## config.mk

```make
export PLATFORM = sky130hd
export DESIGN_NAME = dep_ctrl
export DESIGN_NICKNAME = d
export VERILOG_FILES = /design/src/hdl/dep_pkg.sv /design/src/hdl/dep_ctrl.sv
export SDC_FILE = /design/constraint.sdc
export NUM_CORES = 1
export LEC_CHECK = 0
export BUFFER_PORTS_ARGS = -buffer_cell sky130_fd_sc_hd__buf_4
export CORE_AREA = 4 4 50 56
export CTS_CLUSTER_SIZE = 8
export DETAILED_ROUTE_END_ITERATION = 8
export DIE_AREA = 0 0 54 60
export PLACE_DENSITY = 0.78
export SLEW_MARGIN = 40
export SYNTH_ARGS = -nofsm -noshare
export SYNTH_HDL_FRONTEND = slang
export SYNTH_SLANG_ARGS = --single-unit
```

## constraint.sdc

```tcl
create_clock -name i_clk -period 1.79 [get_ports i_clk]
set_input_delay 0.358 -clock i_clk [delete_from_list [all_inputs] [get_ports i_clk]]
set_output_delay 0.358 -clock i_clk [all_outputs]
set_load 0.01 [all_outputs]
```

## src/hdl/dep_pkg.sv

```systemverilog
// ----------------------------------------------------------------------------
// dep_pkg
// Shared types and constants of the double-ended priority queue.
// ----------------------------------------------------------------------------
package dep_pkg;

    localparam int CAPACITY   = 1024;
    localparam int VALUE_BITS = 32;
    localparam int ADDR_W     = $clog2(CAPACITY);
    localparam int CNT_W      = ADDR_W + 1;
    localparam int KIND_W     = 3;
    localparam int STATUS_W   = 2;
    localparam int RES_BITS   = 3 * VALUE_BITS + CNT_W + 1;
    localparam int RES_W      = ((RES_BITS + 7) / 8) * 8;

    typedef logic [KIND_W-1:0]   t_kind;
    typedef logic [STATUS_W-1:0] t_status;

    localparam t_kind KIND_INSERT  = 3'd0;
    localparam t_kind KIND_EXT_MIN = 3'd1;
    localparam t_kind KIND_EXT_MAX = 3'd2;
    localparam t_kind KIND_CLEAR   = 3'd3;

    localparam t_status ST_OK    = 2'd0;
    localparam t_status ST_EMPTY = 2'd1;
    localparam t_status ST_FULL  = 2'd2;

    typedef enum logic [4:0] {
        OP_NOP, OP_LOAD, OP_INS, OP_FULL, OP_EMPTY, OP_CLR,
        OP_UPSET, OP_DNSET, OP_PICK, OP_W1, OP_XW1, OP_W2,
        OP_XSET, OP_YSET, OP_DEC, OP_UPO, OP_HISET, OP_TOP, OP_OUT
    } t_dp_op;

    typedef enum logic [4:0] {
        S_IDLE, S_DECODE,
        S_UP_SET, S_UP_RD, S_UP_EV, S_UP_W2,
        S_DN_SET, S_DN_RD1, S_DN_PICK, S_DN_RD2, S_DN_EV, S_DN_W2,
        S_X_SET, S_X_RD, S_X_W1, S_X_W2,
        S_Y_SET, S_Y_RD, S_Y_W1, S_Y_W2,
        S_X_DEC, S_UPO, S_HI_SET,
        S_FIN, S_FIN_RD, S_FIN_OUT
    } t_state;

    typedef enum logic [1:0] {
        STG_INS_LOW, STG_INS_HIGH, STG_EXT
    } t_stage;

    typedef struct packed {
        t_dp_op op;
        logic   rd;
    } t_dp_cmd;

    typedef struct packed {
        t_kind kind;
        logic  empty;
        logic  full;
        logic  up_go;
        logic  dn_go;
        logic  swap_up;
        logic  swap_dn;
        logic  out_free;
    } t_dp_sts;

endpackage

```

## src/hdl/dep_ctrl.sv

```systemverilog
// ----------------------------------------------------------------------------
// dep_ctrl
// Command sequencer: decodes a request and steps the heap swaps and sifts.
// ----------------------------------------------------------------------------
module dep_ctrl (
    input  logic             i_clk,
    input  logic             i_rst_n,
    input  logic             i_valid,
    output logic             o_ready,
    input  dep_pkg::t_dp_sts i_sts,
    output dep_pkg::t_dp_cmd o_cmd
);
    import dep_pkg::*;

    t_state r_state;
    t_state n_state;
    t_stage r_stage;
    t_stage n_stage;
    t_state up_exit;

    always_ff @(posedge i_clk) begin
        if (!i_rst_n) begin
            r_state <= S_IDLE;
            r_stage <= STG_INS_LOW;
        end else begin
            r_state <= n_state;
            r_stage <= n_stage;
        end
    end

    assign up_exit = (r_stage == STG_INS_LOW) ? S_HI_SET : S_FIN;

    always_comb begin
        n_state = r_state;
        n_stage = r_stage;
        unique case (r_state)
            S_IDLE:    if (i_valid) n_state = S_DECODE;
            S_DECODE: begin
                case (i_sts.kind) inside
                    KIND_INSERT: begin
                        if (i_sts.full) begin
                            n_state = S_FIN;
                        end else begin
                            n_state = S_UP_SET;
                            n_stage = STG_INS_LOW;
                        end
                    end
                    KIND_EXT_MIN, KIND_EXT_MAX:
                        n_state = i_sts.empty ? S_FIN : S_X_SET;
                    default: n_state = S_FIN;
                endcase
            end
            S_UP_SET:  n_state = i_sts.up_go ? S_UP_RD : up_exit;
            S_UP_RD:   n_state = S_UP_EV;
            S_UP_EV:   n_state = i_sts.swap_up ? S_UP_W2 : up_exit;
            S_UP_W2:   n_state = S_UP_SET;
            S_DN_SET:  n_state = i_sts.dn_go ? S_DN_RD1 : S_UPO;
            S_DN_RD1:  n_state = S_DN_PICK;
            S_DN_PICK: n_state = S_DN_RD2;
            S_DN_RD2:  n_state = S_DN_EV;
            S_DN_EV:   n_state = i_sts.swap_dn ? S_DN_W2 : S_UPO;
            S_DN_W2:   n_state = S_DN_SET;
            S_X_SET:   n_state = S_X_RD;
            S_X_RD:    n_state = S_X_W1;
            S_X_W1:    n_state = S_X_W2;
            S_X_W2:    n_state = S_Y_SET;
            S_Y_SET:   n_state = S_Y_RD;
            S_Y_RD:    n_state = S_Y_W1;
            S_Y_W1:    n_state = S_Y_W2;
            S_Y_W2:    n_state = S_X_DEC;
            S_X_DEC:   n_state = S_DN_SET;
            S_UPO: begin
                n_state = S_UP_SET;
                n_stage = STG_EXT;
            end
            S_HI_SET: begin
                n_state = S_UP_SET;
                n_stage = STG_INS_HIGH;
            end
            S_FIN:     n_state = S_FIN_RD;
            S_FIN_RD:  n_state = S_FIN_OUT;
            S_FIN_OUT: if (i_sts.out_free) n_state = S_IDLE;
            default:   n_state = S_IDLE;
        endcase
    end

    always_comb begin
        o_cmd.op = OP_NOP;
        o_cmd.rd = 1'b0;
        o_ready  = 1'b0;
        unique case (r_state)
            S_IDLE: begin
                o_ready = 1'b1;
                if (i_valid) o_cmd.op = OP_LOAD;
            end
            S_DECODE: begin
                case (i_sts.kind) inside
                    KIND_INSERT:
                        o_cmd.op = i_sts.full ? OP_FULL : OP_INS;
                    KIND_EXT_MIN, KIND_EXT_MAX:
                        o_cmd.op = i_sts.empty ? OP_EMPTY : OP_NOP;
                    KIND_CLEAR: o_cmd.op = OP_CLR;
                    default:    o_cmd.op = OP_NOP;
                endcase
            end
            S_UP_SET:  if (i_sts.up_go) o_cmd.op = OP_UPSET;
            S_UP_EV:   if (i_sts.swap_up) o_cmd.op = OP_W1;
            S_UP_W2:   o_cmd.op = OP_W2;
            S_DN_SET:  if (i_sts.dn_go) o_cmd.op = OP_DNSET;
            S_DN_PICK: o_cmd.op = OP_PICK;
            S_DN_EV:   if (i_sts.swap_dn) o_cmd.op = OP_W1;
            S_DN_W2:   o_cmd.op = OP_W2;
            S_X_SET:   o_cmd.op = OP_XSET;
            S_X_W1:    o_cmd.op = OP_XW1;
            S_X_W2:    o_cmd.op = OP_W2;
            S_Y_SET:   o_cmd.op = OP_YSET;
            S_Y_W1:    o_cmd.op = OP_W1;
            S_Y_W2:    o_cmd.op = OP_W2;
            S_X_DEC:   o_cmd.op = OP_DEC;
            S_UPO:     o_cmd.op = OP_UPO;
            S_HI_SET:  o_cmd.op = OP_HISET;
            S_FIN:     o_cmd.op = OP_TOP;
            S_FIN_OUT: if (i_sts.out_free) o_cmd.op = OP_OUT;
            S_UP_RD, S_DN_RD1, S_DN_RD2, S_X_RD, S_Y_RD, S_FIN_RD:
                o_cmd.rd = 1'b1;
            default:   o_cmd.op = OP_NOP;
        endcase
    end

endmodule

```

======== Word-level counts from Yosys, hierarchy flattened ========
Cells that the tools add are included.
word-level totals
  output and inout port bits .............. 7
  flip-flop bits (word level) ............. 7
  logic and storage cells ................. 74
  bits of input ports ..................... 13
cells by class
  equal/unequal tests ..................... 32
  reductions and logical operators ........ 11
  muxes and demuxes ....................... 29
operators with widths
  kind                count
  $pmux 5 s23         1
  $pmux 5 s17         1
  $mux 5              11
  $eq 5x5->1 const B  10
  $eq 5x4->1 const B  8
  $eq 5x3->1 const B  4
  $mux 3              6
  $eq 5x2->1 const B  2
  $mux 4              2
  $ne 2x2->1 const B  4
  $eq 3x2->1 const B  2
  $pmux 2 s3          1
  $reduce_or 6->1     1
  $eq 5x1->1 const B  1
  $logic_not 5->1     1
  $mux 1              5
  $mux 2              2
  $reduce_or 2->1     2
  $reduce_or 4->1     1
  $eq 3x1->1 const B  1
  $logic_not 3->1     1
  $reduce_and 3->1    1
  $reduce_bool 3->1   1
  $reduce_or 3->1     1
  other kinds (2)     2

======== Longest topological paths before layout ========
Gate-level depths: netlist (run 1).
  word-level depth ........................ 5
  depth in mapped cells ................... 7

======== Least setup slack after synthesis (run 1) ========
No wires, ideal clock.
  kind .................................... reg2out
  start point ............................. reg r_state[2]
  end point ............................... out o_cmd[2] (netlist name)
  path buffers ............................ 2
  data required time ...................... 1432 ps
  arrival ................................. 1423 ps
  path slack .............................. 9 ps
  stages on the path, launching flop included .. 6
  cell sequence ........................... dfxtp_1 > clkbuf_1 > buf_2 > mux2_2 > o211ai_1 > nand4_1
RTL lines
  what                    line            source
  start, declared         dep_ctrl.sv:15  t_state r_state;
  start signal, assigned  dep_ctrl.sv:26  r_state <= n_state;
  end, declared           dep_ctrl.sv:11  output dep_pkg::t_dp_cmd o_cmd

==> run summary, run 1 <==
CLOCKING
------------------------------------------------------------------------------------------
Clock tree from TritonCTS ...................................................          yes
Count of hold buffers inserted by post-cts repair ...........................            0
Number of buffers added by the clock tree synthesis step ....................            3
Number of levels in the clock H-tree ........................................            1
Buffers from clock root to sink, at most ....................................            2
Clock edge transition at the registers on the reported setup and hold paths .      0.06 ns
CTS Root Buffer Type ........................................................ sky130_fd_sc_hd__clkbuf_4
Num Clock Sinks .............................................................            7
Clock insertion delay at the later pin of the skew report ...................      0.26 ns

STA
------------------------------------------------------------------------------------------
RSZ-0062 raised after global routing ........................................         true
Final critical path time including I/O delays and setup .....................      1.97 ns
Tightest slew margin relative to the limit ..................................        72.4%
Number of max-slew violations in the final report ...........................            0
Top achievable clock speed ..................................................    0.509 GHz
Setup slack of the critical path after layout ...............................    -0.176 ns
Final count of hold timing violations .......................................            0
Setup Skew ..................................................................   0.00804 ns
Slew of the pin with the lowest slew margin .................................     0.408 ns
Setup violations, final .....................................................            6
Worst hold margin ...........................................................     0.359 ns
Final worst path period share ...............................................         110%

POWER
------------------------------------------------------------------------------------------
Lkg Pwr .....................................................................     0.568 nW
Power density over the cells ................................................  1430 nW/µm²
Largest vdd supply drop .....................................................     0.976 mV

PLACE
------------------------------------------------------------------------------------------
DP Wirelength ...............................................................      2610 µm
Number of buffers added on ports ............................................           19
Final Wtd Congestion ........................................................        0.937
Setup Slack @ Placement .....................................................   -0.0300 ns
Area after detailed placement ...............................................     1310 µm²
Placed cell count ...........................................................          206

ROUTING
------------------------------------------------------------------------------------------
Remaining number of nets flagged by the antenna check after routing .........            0
DRC viols ...................................................................            0
TritonRoute pass-1 iters ....................................................            5
Vias ........................................................................        1,325
Ratio of routed vias to standard cells ......................................         6.25
Detailed Route WL ...........................................................      3560 µm
Routed wirelength normalized by instance count ..............................      16.8 µm
Number of DRC markers after the initial detailed-route iteration ............           64

DIE
------------------------------------------------------------------------------------------
Height of the die ...........................................................        60 µm
Horiz. Die Dim ..............................................................        54 µm
Rows ........................................................................           18
Starting density of the core ................................................        46.9%
Core area ...................................................................     2230 µm²
Count of boundary I/O pins ..................................................           20
Die outline area ............................................................     3240 µm²

LOGIC SYNTHESIS
------------------------------------------------------------------------------------------
Total nets after synthesis ..................................................          159
Count of flip-flops with a built-in enable after synthesis ..................            0
Synthesized netlist cell count ..............................................          146
Part of the Yosys area used for sequential elements .........................        13.4%
Flip-flop cell with the highest count after synthesis ....................... sky130_fd_sc_hd__dfxtp_1
Number of distinct library cells after synthesis ............................           50
Post-synth design cell area .................................................     1040 µm²
Async set-reset flop share out of synthesis .................................           0%
Count of synthesis-stage warnings from yosys ................................            0
Flops & latches, synth ......................................................            7
Post-Synthesis Mean Instance Area ...........................................     7.16 µm²

WORST SETUP PATH
------------------------------------------------------------------------------------------
Largest stage delay on the critical path ....................................      0.42 ns
Worst reg2reg setup slack ...................................................     -0.03 ns
Crit path required time .....................................................      1.43 ns
Biggest fanout along the worst timing path ..................................           11
CP max-delay cell ........................................................... sky130_fd_sc_hd__dfxtp_4
Most frequent cell on the critical path ..................................... sky130_fd_sc_hd__buf_4
Startpoint-to-endpoint class of the critical path ...........................      reg2out
Critical path cell sequence ................................................. buf_4 > nor2b_1 > a31oi_1 > o31a_1 > nand4_1 > buf_4
Worst Setup End Kind ........................................................  output port
Startpoint Class ............................................................     register
Endpoint arrival time on the critical path ..................................      1.61 ns

GLOBAL ROUTING
------------------------------------------------------------------------------------------
Via count of the first global-routing pass ..................................        1,193
First-pass GRT wire length ..................................................      5690 µm
Total congestion overflow after global routing ..............................            0
Total routing usage reported by global routing ..............................        23.6%
Largest net degree at the start of global routing ...........................           13
Antenna violations before repair ............................................            0

LAYOUT
------------------------------------------------------------------------------------------
Area grow syn2layout ........................................................        37.4%
Final-layout fill cell count ................................................          191
Cell area after layout ......................................................     1440 µm²
Proportion of layout cells with a drive suffix above 1 ......................        36.8%
Top library cells by usage in the layout, fill and taps aside ............... 41 x sky130_fd_sc_hd__buf_4, 9 x sky130_fd_sc_hd__a21oi_1, 8 x sky130_fd_sc_hd__nor2_1
# nets final ................................................................          196
Most common library cell in the layout ignoring fill and taps ............... sky130_fd_sc_hd__buf_4
Number of antenna repair diodes .............................................            0
Non-filler cells in the finished layout .....................................          212

STATUS
------------------------------------------------------------------------------------------
Outcome ..................................................................... complete, but fails checks
Violated checks ............................................................. setup timing

RUN
------------------------------------------------------------------------------------------
Max Cap Violations ..........................................................            0

MIN PATH
------------------------------------------------------------------------------------------
Worst hold-check path type ..................................................       in2reg

-- sequential cells by signal (all words and copies together), names as in the netlist --
register and cells:
r_stage 2, r_state 5
-- cells in the mapped netlist, types with 3 or more instances --
| master | count | share of area, % |
|---|---|---|
| sky130_fd_sc_hd__clkbuf_1 | 3 | 1.1 |
| sky130_fd_sc_hd__nor2_1 | 10 | 3.6 |
| sky130_fd_sc_hd__dfxtp_1 | 7 | 13 |
| sky130_fd_sc_hd__clkbuf_8 | 4 | 5.3 |
| sky130_fd_sc_hd__a31oi_1 | 5 | 3.0 |
| sky130_fd_sc_hd__nor3_1 | 5 | 2.4 |
| sky130_fd_sc_hd__nand3_1 | 6 | 2.9 |
| sky130_fd_sc_hd__nand4_1 | 5 | 3.0 |
| sky130_fd_sc_hd__inv_1 | 4 | 1.4 |
| sky130_fd_sc_hd__nor2b_1 | 7 | 4.2 |
| sky130_fd_sc_hd__o21ai_0 | 8 | 3.8 |
| sky130_fd_sc_hd__nand2_1 | 7 | 2.5 |
| sky130_fd_sc_hd__a32oi_1 | 3 | 2.5 |
| sky130_fd_sc_hd__xnor2_1 | 3 | 2.5 |
| sky130_fd_sc_hd__a21oi_1 | 10 | 4.8 |
| sky130_fd_sc_hd__buf_2 | 7 | 3.4 |
| sky130_fd_sc_hd__nor3b_1 | 5 | 3.6 |
| sky130_fd_sc_hd__nand2b_1 | 4 | 2.4 |
| sky130_fd_sc_hd__a21o_1 | 5 | 3.6 |
-- cell families after synthesis --
logic type | count (synthesis) | share of synthesized area [%]
AO/OA/AOI/OAI | 49 | 32.8
buffers and inverters | 19 | 11.5
AND/OR/NAND/NOR | 66 | 37.8
flip-flops | 7 | 13.4
multiplexers | 1 | 1.08
XOR/XNOR | 4 | 3.35
-- final timing paths --
kind / startpoint / cells past startpoint / to
worst max register to register: r_state[2] / 5 / r_state[0]
worst min register to register: r_stage[0] / 2 / r_stage[0]
worst max-delay path: r_state[4] / 6 / o_cmd[4]
worst min-delay path: i_rst_n / 2 / r_state[1]
-- where the power goes --
group / internal (mW) / switching, mW
combinational: 0.826 / 0.802
sequential: 0.210 / 0.0634
clock: 0.0821 / 0.0684
-- cell type report --
type	instances	area [µm²]	share of cell area, %
Timing Repair Buffer	46	364	25.4
Tap cell	30	37.5	2.62
Multi-Input combinational cell	120	831	57.9
Clock inverter	1	5.00	0.349
Inverter	5	22.5	1.57
Sequential cell	7	153	10.6
Clock buffer	3	22.5	1.57
-- layer usage --
layer / track usage (%) / part of all wire, %
met1: 30.3 / 42
met2: 40.7 / 50
met3: 4.99 / 7.2
met4: 3.91 / 1.0
met5: 0 / 0
-- timing repair --
item                                    4_1_cts  5_1_grt
hold endpoints to repair                      0        0
pin swaps                                     5        2
gates resized for setup                      19        6
setup buffers                                 2        0
endpoints found under the setup margin        8        8
-- per-stage QoR --
step	power [mW]	TNS (ns)	utilization, %
after floorplan	1.16	0	-
after global placement	1.65	-0.0581	58.8
after detailed placement	1.69	-0.0573	58.8
after CTS	1.97	-0.627	63.2
after global routing	2.19	-1.18	64.4
final	2.05	-0.732	64.4
-- critical path, delay by kind of cell, from the launching register on --
kind	cells	cell delay, ns
AOI/OAI and AO/OA	2	0.32
buffers and inverters	2	0.33
DFF	1	0.42
and+or+nand+nor	2	0.28
(Power assumes the default switching activity.)
==> inputs of run 2 (changes only) <==
--- a/config.mk
+++ b/config.mk
@@ -11,6 +11,7 @@
 export DETAILED_ROUTE_END_ITERATION = 8
 export DIE_AREA = 0 0 54 60
 export PLACE_DENSITY = 0.78
+export SKIP_CTS_REPAIR_TIMING = 1
 export SLEW_MARGIN = 40
 export SYNTH_ARGS = -nofsm -noshare
 export SYNTH_HDL_FRONTEND = slang
==> run 2 against run 1 <==
Net effect: final cell count is 2.8% higher; utilization increased by 3.8 points; the run still ends with setup timing left; cell area rose by 5.8%; via count is 5.6% higher; combinational power up 9.8%; first-iteration DRC count rose by 19%.
==> run summary, run 2 (same netlist as run 1, synthesis figures left out) <==
STA
------------------------------------------------------------------------------------------
RSZ-0062 raised after global routing ........................................         true
Top achievable clock speed ..................................................    0.498 GHz
Setup violations, final .....................................................            6
Worst hold margin ...........................................................     0.360 ns
Tightest slew margin relative to the limit ..................................        71.2%
Setup slack of the critical path after layout ...............................    -0.218 ns
Setup Skew ..................................................................    0.0106 ns
Slew of the pin with the lowest slew margin .................................     0.425 ns
Final worst path period share ...............................................         112%
Setup TNS after final layout ................................................    -0.832 ns
Number of max-slew violations in the final report ...........................            0
Final critical path time including I/O delays and setup .....................      2.01 ns
Final count of hold timing violations .......................................            0

LAYOUT
------------------------------------------------------------------------------------------
Number of antenna repair diodes .............................................            0
Most common library cell in the layout ignoring fill and taps ............... sky130_fd_sc_hd__buf_4
# nets final ................................................................          202
Top library cells by usage in the layout, fill and taps aside ............... 46 x sky130_fd_sc_hd__buf_4, 9 x sky130_fd_sc_hd__a21oi_1, 8 x sky130_fd_sc_hd__nor2_1
Registers with the most flip-flops .......................................... r_state: 5 flops, r_stage: 2 flops
Area grow syn2layout ........................................................        45.4%
Register containing the most flip-flops in the final layout .................      r_state
Final-layout fill cell count ................................................          178
Cell area after layout ......................................................     1520 µm²
Max reg flops ...............................................................            5
Proportion of layout cells with a drive suffix above 1 ......................        40.4%
Final core utilization ......................................................        68.1%
Non-filler cells in the finished layout .....................................          218

POWER
------------------------------------------------------------------------------------------
P_sw ........................................................................       992 µW
Largest vdd supply drop .....................................................      1.03 mV
Combinational share of power ................................................        81.4%
Net switching fraction of the power .........................................        45.1%
Seq pwr share ...............................................................        11.8%
Lkg Pwr .....................................................................     0.609 nW
Total power of the final layout .............................................      2.20 mW
Power density over the cells ................................................  1450 nW/µm²
Share of power burned in the clock network ..................................         6.8%
Cell-internal power .........................................................      1.21 mW

PLACE
------------------------------------------------------------------------------------------
Placed cell count ...........................................................          206
DP Wirelength ...............................................................      2610 µm
Setup Slack @ Placement .....................................................   -0.0300 ns
Final Wtd Congestion ........................................................        0.937
Area after detailed placement ...............................................     1310 µm²
Number of buffers added on ports ............................................           19

WORST SETUP PATH
------------------------------------------------------------------------------------------
Endpoint arrival time on the critical path ..................................      1.65 ns
Crit path required time .....................................................      1.43 ns
Startpoint Class ............................................................     register
Worst Setup End Kind ........................................................  output port
Startpoint-to-endpoint class of the critical path ...........................      reg2out
Biggest fanout along the worst timing path ..................................            6
Worst setup path startpoint .................................................   r_state[3]
FF-to-FF Start ..............................................................   r_state[4]

ROUTING
------------------------------------------------------------------------------------------
Ratio of routed vias to standard cells ......................................         6.42
Routed wirelength normalized by instance count ..............................      17.7 µm
Number of DRC markers after the initial detailed-route iteration ............           76
Remaining number of nets flagged by the antenna check after routing .........            0
Vias ........................................................................        1,399
Detailed Route WL ...........................................................      3850 µm
TritonRoute pass-1 iters ....................................................            5
DRC viols ...................................................................            0

GLOBAL ROUTING
------------------------------------------------------------------------------------------
Total congestion overflow after global routing ..............................            0
Antenna violations before repair ............................................            0
Via count of the first global-routing pass ..................................        1,143
Largest net degree at the start of global routing ...........................           19
First-pass GRT wire length ..................................................      5400 µm
Total routing usage reported by global routing ..............................        22.5%

DIE
------------------------------------------------------------------------------------------
Core area ...................................................................     2230 µm²
Horiz. Die Dim ..............................................................        54 µm
Rows ........................................................................           18
Starting density of the core ................................................        46.9%
Count of boundary I/O pins ..................................................           20
Height of the die ...........................................................        60 µm
Die outline area ............................................................     3240 µm²

MIN PATH
------------------------------------------------------------------------------------------
Beginning of the worst hold path ............................................      i_rst_n
Worst hold-check path type ..................................................       in2reg

CLOCKING
------------------------------------------------------------------------------------------
Clock edge transition at the registers on the reported setup and hold paths .      0.06 ns
Number of buffers added by the clock tree synthesis step ....................            3
Num Clock Sinks .............................................................            7
Clock tree from TritonCTS ...................................................          yes
Number of levels in the clock H-tree ........................................            1
Buffers from clock root to sink, at most ....................................            2
Clock insertion delay at the later pin of the skew report ...................      0.26 ns
CTS Root Buffer Type ........................................................ sky130_fd_sc_hd__clkbuf_4

RUN
------------------------------------------------------------------------------------------
Max Cap Violations ..........................................................            0

STATUS
------------------------------------------------------------------------------------------
Violated checks ............................................................. setup timing
Outcome ..................................................................... complete, but fails checks

[run 2: changes by cell type in the layout (fill, tap and decap cells not counted), sizes merged]
cell      delta
clkinvlp     -1
inv          +1
buf          +6
[run 2: critical path, cell delays in order (launching register included)]
cell                      delay [ns]
sky130_fd_sc_hd__dfxtp_4        0.37
sky130_fd_sc_hd__nor3b_4        0.23
sky130_fd_sc_hd__nand2_1        0.09
sky130_fd_sc_hd__or4_1          0.43
sky130_fd_sc_hd__nand4_1        0.14
sky130_fd_sc_hd__buf_4          0.13
[run 2: cell type report]
class / count / area, µm² / share of cell area, %
clock buffers: 3 / 22.5 / 1.48
clock inverters: 1 / 5.00 / 0.329
inverters: 5 / 18.8 / 1.24
multi-input cells: 120 / 851 / 56.0
flip-flops and latches: 7 / 150 / 9.88
well taps: 30 / 37.5 / 2.47
repair buffers: 52 / 434 / 28.6
[run 2: path summary, 6_finish.rpt]
| path | slack (ns) | cells after the start | endpoint |
|---|---|---|---|
| worst max-delay path | -0.22 | 5 | o_cmd[2] |
| worst min-delay path | 0.36 | 2 | r_state[1] |
| worst max register to register | -0.09 | 5 | r_state[0] |
| worst min register to register | 0.50 | 2 | r_stage[0] |
[run 2: routing by layer]
layer	global-route usage [%]	part of all wire [%]	vias up	routed length (µm)
li1	-	-	638	-
met1	29.6	40	658	1540
met2	37.2	49	84	1890
met3	5.49	7.6	19	291
met4	4.27	3.4	0	130
met5	0	0	-	0
[run 2: power by group through the flow]
| stage | combinational, mW | sequential [mW] | clock, mW |
|---|---|---|---|
| 2_1_floorplan | 0.940 | 0.223 | 0 |
| 3_3_place_gp | 1.41 | 0.241 | 0 |
| 3_5_place_dp | 1.44 | 0.244 | 0 |
| 4_1_cts | 1.45 | 0.241 | 0.149 |
| 5_1_grt | 1.89 | 0.263 | 0.162 |
| 6_report | 1.79 | 0.259 | 0.150 |
